===== src/rtl/button_press_classifier_mode_select_assert.svh =====
// assertion macros for the button press classifier
`ifndef BUTTON_PRESS_CLASSIFIER_MODE_SELECT_ASSERT_SVH
`define BUTTON_PRESS_CLASSIFIER_MODE_SELECT_ASSERT_SVH

// condition holds at every clock edge out of reset
`define BPC_ASSERT_ALWAYS(label, expr, msg) \
  label: assert property (@(posedge clk) disable iff (rst) (expr)) else $error(msg);

// condition implies a consequence on the next clock edge
`define BPC_ASSERT_NEXT(label, pre, post, msg) \
  label: assert property (@(posedge clk) disable iff (rst) (pre) |=> (post)) else $error(msg);

`endif


===== src/rtl/bpc_pkg.sv =====
// shared types, constants and mode tables for the button press classifier
package bpc_pkg;

  localparam logic [5:0] DEBOUNCE_MAX_RST     = 6'd30;
  localparam logic [5:0] PRESS_THRESHOLD_RST  = 6'd29;
  localparam logic [7:0] LONG_HOLD_TICKS_RST  = 8'd255;
  localparam logic [7:0] TICKS_PER_SECOND_RST = 8'd244;
  localparam logic [2:0] MODE_RST             = 3'd1;

  typedef enum logic [1:0] {
    REG_DEBOUNCE_MAX     = 2'd0,
    REG_PRESS_THRESHOLD  = 2'd1,
    REG_LONG_HOLD_TICKS  = 2'd2,
    REG_TICKS_PER_SECOND = 2'd3
  } bpc_reg_t;

  typedef struct packed {
    logic [5:0] debounce_max;
    logic [5:0] press_threshold;
    logic [7:0] long_hold_ticks;
    logic [7:0] ticks_per_second;
  } bpc_cfg_t;

  typedef struct packed {
    logic [7:0] tick_count;
    logic [7:0] seconds_count;
    logic [5:0] debounce_count;
    logic [7:0] hold_count;
    logic       press_seen;
    logic       long_seen;
    logic       press_locked;
    logic       press_applied;
    logic [2:0] mode_reg;
  } bpc_state_t;

  // counters and flags clear, mode starts at 1
  localparam bpc_state_t STATE_RST = '{8'd0, 8'd0, 6'd0, 8'd0, 1'b0, 1'b0, 1'b0, 1'b0,
                                       MODE_RST};

  typedef struct packed {
    logic [2:0] current_mode;
    logic       short_press;
    logic       long_press;
    logic [7:0] idle_seconds;
  } bpc_result_t;

  function automatic logic [2:0] short_next(input logic [2:0] mode);
    logic [2:0] nxt;
    case (mode)
      3'd0:    nxt = 3'd1;
      3'd1:    nxt = 3'd2;
      3'd2:    nxt = 3'd1;
      3'd3:    nxt = 3'd1;
      3'd4:    nxt = 3'd2;
      default: nxt = mode;
    endcase
    return nxt;
  endfunction

  function automatic logic [2:0] long_next(input logic [2:0] mode);
    logic [2:0] nxt;
    case (mode)
      3'd1:    nxt = 3'd3;
      3'd2:    nxt = 3'd4;
      3'd3:    nxt = 3'd1;
      3'd4:    nxt = 3'd2;
      default: nxt = mode;
    endcase
    return nxt;
  endfunction

endpackage


===== src/rtl/bpc_step.sv =====
// one tick of prescaler, debounce, press classification and mode update
module bpc_step import bpc_pkg::*; (
  input  bpc_cfg_t    cfg,
  input  bpc_state_t  state,
  input  logic        released,
  input  logic        asleep,
  output bpc_state_t  state_next,
  output bpc_result_t result
);

  always_comb begin
    bpc_state_t s;
    logic       short_out;
    logic       long_out;
    s         = state;
    short_out = 1'b0;
    long_out  = 1'b0;

    // tick prescaler
    s.tick_count = s.tick_count + 8'd1;
    if (s.tick_count > cfg.ticks_per_second) begin
      s.tick_count    = 8'd0;
      s.seconds_count = s.seconds_count + 8'd1;
    end

    // integrating debounce
    if (released) begin
      if (s.debounce_count != 6'd0) begin
        s.debounce_count = s.debounce_count - 6'd1;
      end
    end else if (s.debounce_count < cfg.debounce_max && !s.press_locked) begin
      s.debounce_count = s.debounce_count + 6'd1;
    end

    if (asleep) begin
      s.debounce_count = 6'd0;
      s.hold_count     = 8'd0;
    end

    // press detection and hold timing
    if (s.debounce_count >= cfg.press_threshold && !s.press_locked) begin
      s.press_seen = 1'b1;
      if (s.hold_count < cfg.long_hold_ticks) begin
        s.hold_count = s.hold_count + 8'd1;
      end
      if (s.hold_count >= cfg.long_hold_ticks) begin
        s.long_seen      = 1'b1;
        s.press_locked   = 1'b1;
        s.hold_count     = 8'd0;
        s.debounce_count = 6'd0;
      end
      if (released) begin
        s.press_locked   = 1'b1;
        s.hold_count     = 8'd0;
        s.debounce_count = 6'd0;
      end
    end

    // apply a settled press
    if (s.press_locked && !s.press_applied) begin
      s.seconds_count = 8'd0;
      if (s.press_seen && !s.long_seen) begin
        s.mode_reg = short_next(s.mode_reg);
        short_out  = 1'b1;
      end else if (s.press_seen && s.long_seen) begin
        s.mode_reg = long_next(s.mode_reg);
        long_out   = 1'b1;
      end
      s.press_applied = 1'b1;
    end

    if (s.press_applied && released) begin
      s.press_seen    = 1'b0;
      s.long_seen     = 1'b0;
      s.press_locked  = 1'b0;
      s.press_applied = 1'b0;
    end

    state_next          = s;
    result.current_mode = s.mode_reg;
    result.short_press  = short_out;
    result.long_press   = long_out;
    result.idle_seconds = s.seconds_count;
  end

endmodule


===== src/rtl/button_press_classifier_mode_select.sv =====
// top level: config registers, request register, state and result register
// path: request register, combinational step logic, result register
// throughput: one request per cycle while the result register is not stalled
// a waiting result holds one more request; input stalls once both registers are full
// reset: synchronous, active high; config returns to defaults, mode to 1
// counters and press flags clear, request and result registers go empty
`include "button_press_classifier_mode_select_assert.svh"

module button_press_classifier_mode_select import bpc_pkg::*; (
  input  logic       clk,
  input  logic       rst,
  input  logic       cfg_write,
  input  logic [1:0] cfg_index,
  input  logic [7:0] cfg_data,
  input  logic       in_valid,
  output logic       in_ready,
  input  logic       button_released,
  input  logic       asleep,
  output logic       out_valid,
  input  logic       out_ready,
  output logic [2:0] current_mode,
  output logic       short_press,
  output logic       long_press,
  output logic [7:0] idle_seconds
);

  bpc_cfg_t    cfg;
  bpc_state_t  state;
  bpc_state_t  state_next;
  bpc_result_t step_result;
  bpc_result_t result;

  logic req_valid;
  logic req_released;
  logic req_asleep;
  logic advance;

  assign advance  = req_valid && (!out_valid || out_ready);
  assign in_ready = !req_valid || advance;

  always_ff @(posedge clk) begin
    if (rst) begin
      cfg.debounce_max     <= DEBOUNCE_MAX_RST;
      cfg.press_threshold  <= PRESS_THRESHOLD_RST;
      cfg.long_hold_ticks  <= LONG_HOLD_TICKS_RST;
      cfg.ticks_per_second <= TICKS_PER_SECOND_RST;
    end else if (cfg_write) begin
      case (bpc_reg_t'(cfg_index))
        REG_DEBOUNCE_MAX:     cfg.debounce_max     <= cfg_data[5:0];
        REG_PRESS_THRESHOLD:  cfg.press_threshold  <= cfg_data[5:0];
        REG_LONG_HOLD_TICKS:  cfg.long_hold_ticks  <= cfg_data;
        REG_TICKS_PER_SECOND: cfg.ticks_per_second <= cfg_data;
        default: ;
      endcase
    end
  end

  // request register
  always_ff @(posedge clk) begin
    if (rst) begin
      req_valid <= 1'b0;
    end else if (in_ready) begin
      req_valid <= in_valid;
    end
  end

  always_ff @(posedge clk) begin
    if (in_valid && in_ready) begin
      req_released <= button_released;
      req_asleep   <= asleep;
    end
  end

  bpc_step u_step (
    .cfg        (cfg),
    .state      (state),
    .released   (req_released),
    .asleep     (req_asleep),
    .state_next (state_next),
    .result     (step_result)
  );

  always_ff @(posedge clk) begin
    if (rst) begin
      state <= STATE_RST;
    end else if (advance) begin
      state <= state_next;
    end
  end

  // result register
  always_ff @(posedge clk) begin
    if (rst) begin
      out_valid <= 1'b0;
    end else if (advance) begin
      out_valid <= 1'b1;
    end else if (out_ready) begin
      out_valid <= 1'b0;
    end
  end

  always_ff @(posedge clk) begin
    if (advance) begin
      result <= step_result;
    end
  end

  assign current_mode = result.current_mode;
  assign short_press  = result.short_press;
  assign long_press   = result.long_press;
  assign idle_seconds = result.idle_seconds;

  `BPC_ASSERT_ALWAYS(a_mode_range, state.mode_reg != 3'd0 && state.mode_reg <= 3'd4, "bad mode")
  `BPC_ASSERT_ALWAYS(a_one_class, !(out_valid && short_press && long_press), "short and long together")
  `BPC_ASSERT_ALWAYS(a_applied_locked, !state.press_applied || state.press_locked, "applied without lock")
  `BPC_ASSERT_ALWAYS(a_long_seen, !state.long_seen || state.press_seen, "long press without press")
  `BPC_ASSERT_NEXT(a_req_moves, req_valid && !out_valid, out_valid, "request not moved to result")

endmodule

===== config.mk =====
export PLATFORM = sky130hd
export DESIGN_NAME = button_press_classifier_mode_select
export DESIGN_NICKNAME = d
export VERILOG_FILES = /design/src/rtl/bpc_pkg.sv /design/src/rtl/bpc_step.sv /design/src/rtl/button_press_classifier_mode_select.sv
export VERILOG_INCLUDE_DIRS = /design/src /design/src/rtl
export SDC_FILE = /design/constraint.sdc
export NUM_CORES = 1
export LEC_CHECK = 0
export ABC_AREA = 1
export BUFFER_PORTS_ARGS = -buffer_cell sky130_fd_sc_hd__buf_2
export CORE_ASPECT_RATIO = 1.2
export CORE_UTILIZATION = 62
export CTS_BUF_LIST = sky130_fd_sc_hd__clkbuf_8 sky130_fd_sc_hd__clkbuf_16
export CTS_CLUSTER_SIZE = 25
export DETAILED_ROUTE_END_ITERATION = 6
export GPL_TIMING_DRIVEN = 0
export PLACE_DENSITY = 0.81
export SLEW_MARGIN = 40
export SYNTH_ARGS = -nofsm -noshare
export SYNTH_HDL_FRONTEND = slang
export SYNTH_HIERARCHICAL = 1
export SYNTH_SLANG_ARGS = --single-unit

===== constraint.sdc =====
create_clock -name clk -period 4.9 [get_ports clk]
set_clock_uncertainty 0.15 [all_clocks]
set_input_delay 1.47 -clock clk [delete_from_list [all_inputs] [get_ports clk]]
set_output_delay 1.47 -clock clk [all_outputs]
set_load 0.05 [all_outputs]

==> impl_metrics.env, run 1 <==
export IMPL_postLayoutCoreUtil_pct=70.8
export IMPL_cts_root_buf="clkbuf_8"
export IMPL_slowest_delay_ns=0.37
export IMPL_ys_types=37
export IMPL_grt_pass1_wl_um=22300
export IMPL_synth_seq_cells=82
export IMPL_post_cts_setup_buffers=0
export IMPL_hold_buffers=0
export IMPL_diodes=0
export IMPL_drive_gt1_share_pct=14.5
export IMPL_crit_required_ns=5.03
export IMPL_wl_um=13400
export IMPL_grt_ovfl_total=0
export IMPL_initial_core_util_pct=64.7
export IMPL_yosysSeqAreaShare_pct=32.0
export IMPL_synthFlopType="dfxtp_1"
export IMPL_layout_min_cycle_time_ns=4.39
export IMPL_cp_startpoint="req_asleep"
export IMPL_endpoint_kind="register"
export IMPL_vias=5267
export IMPL_drtIter0Drc=321
export IMPL_peakVddDrop_mv=0.219
export IMPL_clk_transition_reported_paths_ns=0.09
export IMPL_path_delay_family="simple AND/OR/NAND/NOR gates"
export IMPL_grt_max_degree=16
export IMPL_maxCapViolations=0
export IMPL_synth_avg_cell_area_um2=6.90
export IMPL_postRouteAntennaNets=0
export IMPL_num_rows=37
export IMPL_synth_nets=867
export IMPL_synth_edff_count=15
export IMPL_die_x_um=88.8
export IMPL_finalHoldViolations=0
export IMPL_max_freq_mhz=228
export IMPL_grtUsageTotal_pct=30.6
export IMPL_boundaryPins=32
export IMPL_worst_pin_slew_ns=0.613
export IMPL_relSlewSlack_pct=59.1
export IMPL_grt_pass1_vias=5086
export IMPL_ys_async_sr_fraction_pct=0
export IMPL_crit_fanout=10
export IMPL_critical_path_slowest_cell="edfxtp_1"
export IMPL_yosys_top_cells_area="dfxtp_1 24%, nand2_1 10%, inv_1 9.3%, ha_1 8.5%, edfxtp_1 8.0%"
export IMPL_cpMostUsedCell="nand2_1"
export IMPL_cp_arrival_ns=4.52
export IMPL_cts_resized=0
export IMPL_drc=0
export IMPL_antenna_found_initial=0
export IMPL_syn_inst=812
export IMPL_r2r_start="req_asleep"
export IMPL_finalMaxSlewViolations=0
export IMPL_cts_tree="done"
export IMPL_cts_buffers=9
export IMPL_htreeDepth=3
export IMPL_p_leak_nw=3.31
export IMPL_core_um2=8660
export IMPL_vias_per_cell=5.41
export IMPL_portBuffers=29
export IMPL_synth_top_area_share_pct=23.9
export IMPL_crit_buf_inv=7
export IMPL_hp_class="register to register"
export IMPL_rsz0062_at_grt="false"
export IMPL_cts_buffer_depth=2
export IMPL_crit_type="register to register"
export IMPL_nets=907
export IMPL_place_congestion=0.912
export IMPL_clk_latency_ns=0.38
export IMPL_syn_to_final_growth_pct=9.36
export IMPL_die_h_um=106
export IMPL_fin_crit_sh_pct=89.6
export IMPL_place_detailed_hpwl_um=10000
export IMPL_ys_warn_count=6
export IMPL_cp_start_kind="register"
export IMPL_synth_most_common_cell="nand2_1"
export IMPL_outcome="finished clean"
export IMPL_route_detailed_wl_per_inst_um=13.7
export IMPL_dieArea_um2=9420
export IMPL_cts_sinks=82
export IMPL_setup_tns_final_ns=0
export IMPL_drt_pass1_iter_count=6
export IMPL_setup_viol=0
export IMPL_synth_common_cells="149 x nand2_1, 139 x inv_1, 86 x nor2_1"
export IMPL_p_per_area_nw_per_um2=282
export IMPL_netlist_area_um2=5600
export IMPL_worst_hold_startpoint="cfg[5]"
export IMPL_yosysTopAreaCell="dfxtp_1"
## cells in the final DEF (no fill, tap or decap), types with 2 or more instances in the layout
master,instances
nand2_1,149
o21ai_2,2
nand3b_1,3
o21ai_1,4
buf_2,44
nor2_1,86
nand2_2,7
xnor2_1,4
inv_2,12
o22ai_1,2
clkbuf_8,10
ha_1,38
dfxtp_1,67
buf_6,6
nand4_1,28
nor2_4,4
o21a_1,2
nand3_2,5
inv_1,139
a21oi_1,59
nand3_1,82
nor3_1,6
edfxtp_1,15
o21ai_0,18
xor2_1,19
nand3_4,3
clkbuf_1,5
o211ai_1,2
buf_4,21
bufinv_16,2
## flip-flops by register name (all words and copies together) (netlist names)
signal,flops
cfg,28
idle_seconds,8
req_valid,1
short_press,1
req_asleep,1
state,37
long_press,1
current_mode,3
req_released,1
out_valid,1
## power by group
group / leakage (nW) / total (mW) / switching [mW] / internal, mW
logic: 2.50 / 0.388 / 0.248 / 0.140
registers: 0.695 / 0.761 / 0.0317 / 0.729
clock network: 0.119 / 0.578 / 0.270 / 0.307
total: 3.31 / 1.73 / 0.550 / 1.18
## cells by family (layout without fill, tap and decap cells)
group                      Yosys count  count (layout)  synth area share (%)
and+or+nand+nor                    376             376                  31.0
DFF                                 82              82                  32.0
xor gates and xnor gates            23              23                  3.60
adders and majority gates           38              38                  8.49
buffers and inverters              198             243                  15.8
AOI/OAI and AO/OA                   95              95                  9.16
## through the flow
stage               power, mW  worst slack [ns]  instances  hold WS [ns]  cell area [um^2]
floorplan                1.07              1.15        812         0.276              5600
finish                   1.73             0.508        974         0.310              6130
CTS                      1.73             0.531        974         0.314              6130
detailed placement       1.16             0.563        958         0.295              5890
global placement         1.14             0.655        958         0.292              5890
global route             1.81            0.0814        974         0.337              6130
## worst reg2reg max path, delay by kind of cell, from the launching register on
family,cells,cell delay (ns)
compound gates,5,0.79
fa+ha+maj,2,0.59
buf+inv,7,0.75
flops,1,0.37
simple gates,15,1.62
## worst paths after layout
| path | endpoint | slack (ns) | depth (start not counted) |
|---|---|---|---|
| worst max register to register | state[2] | 0.51 | 29 |
| worst max-delay path | state[2] | 0.51 | 29 |
| worst min-delay path | cfg[5] | 0.31 | 2 |
| worst min register to register | cfg[5] | 0.31 | 2 |
## area by class of cell
type / count / area (um^2)
buffer: 47 / 319
clock buffer: 10 / 138
clock inverter: 6 / 95.1
fill: 772 / 2530
inverter: 151 / 567
multi-input combinational: 532 / 2930
sequential: 82 / 1790
tap: 117 / 146
timing repair buffer: 29 / 145
## routing by layer
metal	track usage, %	part of all wire, %
met2	52.7	50
met3	6.13	5.3
met1	35.8	41
met5	0	0
met4	14.4	3.6
No activity file was read; power rests on OpenSTA's default activity.
==> run 2: changes to the inputs <==
Settings changed: ABC_AREA 1 to not set.
==> run 2 against run 1 <==
Area after synthesis down 2.4%. Non-clock buffer count up 4. Synthesized cell count down 22%. Wire length down 3.0%. Hold slack better by 0.021 ns. Cell count down 18%. Critical path depth down 7. Setup slack worse by 0.42 ns.
==> impl_metrics.env, run 2 <==
export IMPL_outcome="finished clean"
export IMPL_clk_latency_ns=0.37
export IMPL_num_rows=37
export IMPL_endpoint_kind="register"
export IMPL_cp_start_kind="register"
export IMPL_crit_chain="buf_4, buf_2, nor2b_2, ha_1, a21o_1, a21oi_4, and4_1, nand2_1, xor2_1, nor2_1, ha_1, o21a_1, o21ai_0, o21a_2, buf_4, o31ai_2, o21ai_4, nor3_2, mux2_4, buf_4, nor2_1, mux2i_1"
export IMPL_synth_common_cells="81 x nand2b_1, 67 x dfxtp_1, 56 x nor2_1"
export IMPL_stdcell_area_um2=6140
export IMPL_crit_buf_inv=4
export IMPL_layout_common_cells="81 x nand2b_1, 65 x dfxtp_1, 48 x nor2_1, 46 x mux2i_1, 41 x buf_2"
export IMPL_cts_tree="done"
export IMPL_layout_min_cycle_time_ns=4.82
export IMPL_postRouteAntennaNets=0
export IMPL_finalMaxSlewViolations=0
export IMPL_crit_type="register to register"
export IMPL_htreeDepth=3
export IMPL_whs_ns=0.331
export IMPL_fin_crit_sh_pct=98.3
export IMPL_yosysSeqAreaShare_pct=32.8
export IMPL_ys_types=68
export IMPL_power_mw=1.38
export IMPL_initial_core_util_pct=63.9
export IMPL_rsz0062_at_grt="true"
export IMPL_yosys_top_cells_area="dfxtp_1 25%, nand2b_1 9.3%, ha_1 8.7%, mux2i_1 8.4%, edfxtp_1 8.2%"
export IMPL_synthFlopType="dfxtp_1"
export IMPL_nets=735
export IMPL_cpMostUsedCell="buf_4"
export IMPL_finalHoldViolations=0
export IMPL_cts_buffer_depth=2
export IMPL_synth_nets=686
export IMPL_dieArea_um2=9200
export IMPL_place_detailed_hpwl_um=9260
export IMPL_die_x_um=87.7
export IMPL_synth_edff_count=15
export IMPL_slowest_delay_ns=0.39
export IMPL_fillerInstances=639
export IMPL_syn_to_final_growth_pct=12.2
export IMPL_vias_per_cell=5.81
export IMPL_finalWorstSetupSlack_ns=0.0832
export IMPL_grt_max_degree=23
export IMPL_hp_class="register to register"
export IMPL_die_h_um=105
export IMPL_vias=4656
export IMPL_syn_inst=631
export IMPL_postLayoutCoreUtil_pct=71.7
export IMPL_crit_required_ns=5.01
export IMPL_largest_reg_flops=37
export IMPL_drtIter0Drc=318
export IMPL_p_per_area_nw_per_um2=225
export IMPL_hold_buffers=0
export IMPL_path_delay_family="compound AO/OA/AOI/OAI gates"
export IMPL_cts_root_buf="clkbuf_8"
export IMPL_synth_seq_cells=82
export IMPL_crit_fanout=10
export IMPL_drt_pass1_iter_count=5
export IMPL_peakVddDrop_mv=0.221
export IMPL_ff_latch_area_um2=1790
export IMPL_synth_avg_cell_area_um2=8.67
export IMPL_p_leak_nw=2.71
export IMPL_drc=0
export IMPL_relSlewSlack_pct=65.9
export IMPL_grt_pass1_wl_um=20500
export IMPL_core_um2=8560
export IMPL_multi_input_area_um2=3400
export IMPL_top_register="state"
export IMPL_maxCapViolations=0
export IMPL_setup_tns_final_ns=0
export IMPL_grt_pass1_vias=4514
export IMPL_boundaryPins=32
export IMPL_placed_cell_area_um2=5770
export IMPL_yosysTopAreaCell="dfxtp_1"
export IMPL_place_inst=778
export IMPL_netlist_area_um2=5470
export IMPL_portBuffers=30
export IMPL_synth_top_area_share_pct=24.5
export IMPL_antenna_found_initial=0
export IMPL_cts_sinks=82
export IMPL_worst_pin_slew_ns=0.512
export IMPL_instances_no_fill=802
export IMPL_dp_slack_ns=-0.493
export IMPL_layout_cells_most_common="nand2b_1"
export IMPL_cts_buffers=9
export IMPL_drive_gt1_share_pct=18.1
export IMPL_max_freq_mhz=208
export IMPL_ys_warn_count=6
export IMPL_place_congestion=0.875
export IMPL_critical_path_slowest_cell="edfxtp_1"
export IMPL_grt_ovfl_total=0
export IMPL_synth_most_common_cell="nand2b_1"
export IMPL_ys_async_sr_fraction_pct=0
export IMPL_route_detailed_wl_per_inst_um=16.2
export IMPL_setup_viol=0
export IMPL_clk_transition_reported_paths_ns=0.08
export IMPL_cp_arrival_ns=4.93
export IMPL_diodes=0
export IMPL_wl_um=13000
export IMPL_grtUsageTotal_pct=28.8
==> run 2: changes by cell type after synthesis, sizes merged, moves of 12 or more <==
cell and change:
nor2b +16, nand4 -23, a21oi -24, inv -114, nor2 -35, and3 +12, mux2i +46, nand3 -76
nor3 +20, nand2 -137, nand2b +82, buf -13
==> run 2: cell type report <==
type	instances	area share [%]
plain buffers	42	4.20
clock buffers	11	2.65
clock inverters	5	0.449
inverters	37	2.26
multi-input cells	470	55.4
flip-flops and latches	82	29.2
well taps	117	2.39
repair buffers	38	3.43
==> run 2: worst paths after layout <==
kind              cells past startpoint  endpoint  slack, ns       start
setup / recovery                     22  state[0]       0.08  req_asleep
hold / removal                        2  state[4]       0.33    state[4]
setup reg to reg                     22  state[0]       0.08  req_asleep
hold reg to reg                       2  state[4]       0.33    state[4]
==> run 2: worst min-delay path: cells and delay by family (launching register included) <==
kind	cells	cell delay [ns]
simple gates	1	0.06
flops	1	0.31
mux	1	0.06
==> run 2: timing repair <==
item | in CTS | in global routing
gates resized for setup | 10 | 25
pin swaps | 2 | 4
setup endpoints to repair | 34 | 23
setup buffers | 5 | 3
==> run 2: cell families after synthesis <==
| kind of cell | synth area share (%) |
|---|---|
| buffers and inverters | 7.23 |
| AO/OA/AOI/OAI | 12.1 |
| adder cells (fa/ha/maj) | 8.90 |
| multiplexers | 8.90 |
| XOR/XNOR | 4.32 |
| flip-flops | 32.8 |
| AND/OR/NAND/NOR | 25.8 |
==> run 2: layer usage <==
layer,GRT usage [%],share of wire [%],vias to the layer above,wire length [um]
met5,0,0,-,0
met4,15.5,2.2,0,280
met3,5.92,4.2,26,551
met2,48.2,51,120,6670
met1,33.9,42,2247,5500
li1,-,-,2263,-
==> run 2: where the power goes <==
part / leakage, nW / internal (mW) / total [mW] / switching [mW]
logic: 1.92 / 0.0730 / 0.186 / 0.113
clock network: 0.102 / 0.226 / 0.479 / 0.254
registers: 0.683 / 0.702 / 0.715 / 0.0124
==> run 3: changes to the inputs <==
Settings changed: PLACE_DENSITY 0.81 to 0.9.
==> run 3 against run 2 <==
The run now ends with design-rule violations left. Hold slack better by 0.0050 ns. Global-route usage is 0.81 points higher. Register-to-register slack better by 0.10 ns. Maximum frequency is 2.1% higher. Critical path type unchanged. Largest cell class unchanged.
==> impl_metrics.env, run 3 (synthesis results as in run 2) <==
export IMPL_outcome="finished with violations"
export IMPL_failed_checks="design-rule violations"
export IMPL_cpMostUsedCell="ha_1"
export IMPL_postRouteAntennaNets=0
export IMPL_initial_core_util_pct=63.9
export IMPL_wl_um=13000
export IMPL_place_congestion=0.928
export IMPL_grt_ovfl_total=0
export IMPL_layout_cells_most_common="nand2b_1"
export IMPL_vias=4679
export IMPL_p_per_area_nw_per_um2=232
export IMPL_cts_buffers=9
export IMPL_multi_input_area_um2=3370
export IMPL_drc=1
export IMPL_grt_pass1_wl_um=21300
export IMPL_place_detailed_hpwl_um=9330
export IMPL_clk_transition_reported_paths_ns=0.09
export IMPL_cp_start_kind="register"
export IMPL_largest_reg_flops=37
export IMPL_diodes=0
export IMPL_syn_to_final_growth_pct=11.4
export IMPL_grt_use_met1_pct=36.1
export IMPL_peakVddDrop_mv=0.268
export IMPL_fillerInstances=620
export IMPL_cts_tree="done"
export IMPL_drive_gt1_share_pct=17.1
export IMPL_r2r_slack_ns=0.18
export IMPL_grtUsageTotal_pct=29.6
export IMPL_finalHoldViolations=0
export IMPL_met3_usage_pct=5.69
export IMPL_relSlewSlack_pct=62.5
export IMPL_die_h_um=105
export IMPL_num_rows=37
export IMPL_cts_root_buf="clkbuf_8"
export IMPL_cts_sinks=82
export IMPL_dieArea_um2=9200
export IMPL_portBuffers=30
export IMPL_htreeDepth=3
export IMPL_boundaryPins=32
export IMPL_drtIter0Drc=374
export IMPL_top_register="state"
export IMPL_route_detailed_wl_per_inst_um=16.3
export IMPL_max_freq_mhz=212
export IMPL_finalMaxSlewViolations=0
export IMPL_grt_pass1_vias=4718
export IMPL_rsz0062_at_grt="false"
export IMPL_core_um2=8560
export IMPL_clk_latency_ns=0.37
export IMPL_worst_pin_slew_ns=0.557
export IMPL_critical_path_slowest_cell="edfxtp_1"
export IMPL_cp_arrival_ns=4.86
export IMPL_layout_min_cycle_time_ns=4.72
export IMPL_nets=730
export IMPL_vias_per_cell=5.87
export IMPL_cts_buffer_depth=2
export IMPL_postLayoutCoreUtil_pct=71.1
export IMPL_grt_max_degree=23
export IMPL_die_x_um=87.7
export IMPL_slowest_delay_ns=0.42
export IMPL_fin_crit_sh_pct=96.2
export IMPL_crit_chain="buf_6, nor2b_4, ha_1, a21boi_1, o311a_1, o21a_1, o21ai_4, and2_4, mux2_2, ha_1, a2111o_1, a31oi_1, o21a_2, inv_2, and3_2, o21a_4, nor2_2, buf_4, nand2b_1, mux2i_1"
export IMPL_hp_class="register to register"
export IMPL_setup_viol=0
export IMPL_crit_type="register to register"
export IMPL_crit_fanout=10
export IMPL_layout_common_cells="81 x nand2b_1, 65 x dfxtp_1, 49 x nor2_1, 46 x mux2i_1, 40 x buf_2"
export IMPL_grt_busiest_layer="met2"
export IMPL_p_leak_nw=2.68
export IMPL_crit_required_ns=5.04
export IMPL_maxCapViolations=0
export IMPL_setup_tns_final_ns=0
export IMPL_endpoint_kind="register"
export IMPL_drt_pass1_iter_count=7
export IMPL_ff_latch_area_um2=1790
export IMPL_antenna_found_initial=0
export IMPL_use_met2_pct=49.8
==> run 3: layer usage <==
layer / wire length, um / vias to the layer above
met5: 0 / -
met4: 315 / 0
met3: 662 / 33
met2: 6630 / 162
met1: 5410 / 2240
li1: - / 2244
==> run 3: path summary, 6_finish.rpt <==
check        cells after the start        from         to
max                             20  req_asleep  state[23]
min                              2    state[8]   state[8]
max reg2reg                     20  req_asleep  state[23]
min reg2reg                      2    state[8]   state[8]
==> run 3: worst max-delay path: cells and delay by family, from the launching register on <==
family,cells,cell delay [ns]
multiplexers,2,0.49
flip-flops,1,0.42
buffers and inverters,3,0.40
AND/OR/NAND/NOR,5,0.82
AO/OA/AOI/OAI,8,1.85
adder cells (fa/ha/maj),2,0.51
==> run 3: final cells by class <==
type | count | share of cell area, %
Multi-Input combinational cell | 470 | 55.4
Sequential cell | 82 | 29.5
Buffer | 41 | 4.23
Timing Repair Buffer | 34 | 2.96
Tap cell | 117 | 2.40
Inverter | 37 | 2.28
Clock buffer | 9 | 2.03
Clock inverter | 7 | 1.27
==> run 3: repair_timing <==
| action | CTS | global route |
|---|---|---|
| buffers inserted | 2 | 2 |
| gates resized for setup | 9 | 23 |
| setup endpoints to repair | 34 | 24 |
| hold buffers | 0 | 0 |
| pin swaps | 1 | 3 |
| gates cloned | 0 | 0 |
==> run 3: per-stage QoR <==
| step | hold slack (ns) | setup slack (ns) | power [mW] | cells | cell area [um^2] |
|---|---|---|---|---|---|
| 6_report | 0.336 | 0.184 | 1.41 | 797 | 6090 |
| 5_1_grt | 0.367 | 0.0122 | 1.46 | 797 | 6090 |
| 4_1_cts | 0.339 | 0.0119 | 1.40 | 796 | 6020 |
| 3_3_place_gp | 0.306 | -0.300 | 0.895 | 778 | 5770 |
| 2_1_floorplan | 0.294 | 0.221 | 0.855 | 631 | 5470 |
| 3_5_place_dp | 0.322 | -0.497 | 0.903 | 778 | 5770 |
==> run 3: where the power goes <==
group	switching [mW]	total, mW	internal [mW]
Clock	0.274	0.514	0.240
Sequential	0.0123	0.715	0.702
Combinational	0.110	0.181	0.0707
Total	0.397	1.41	1.01
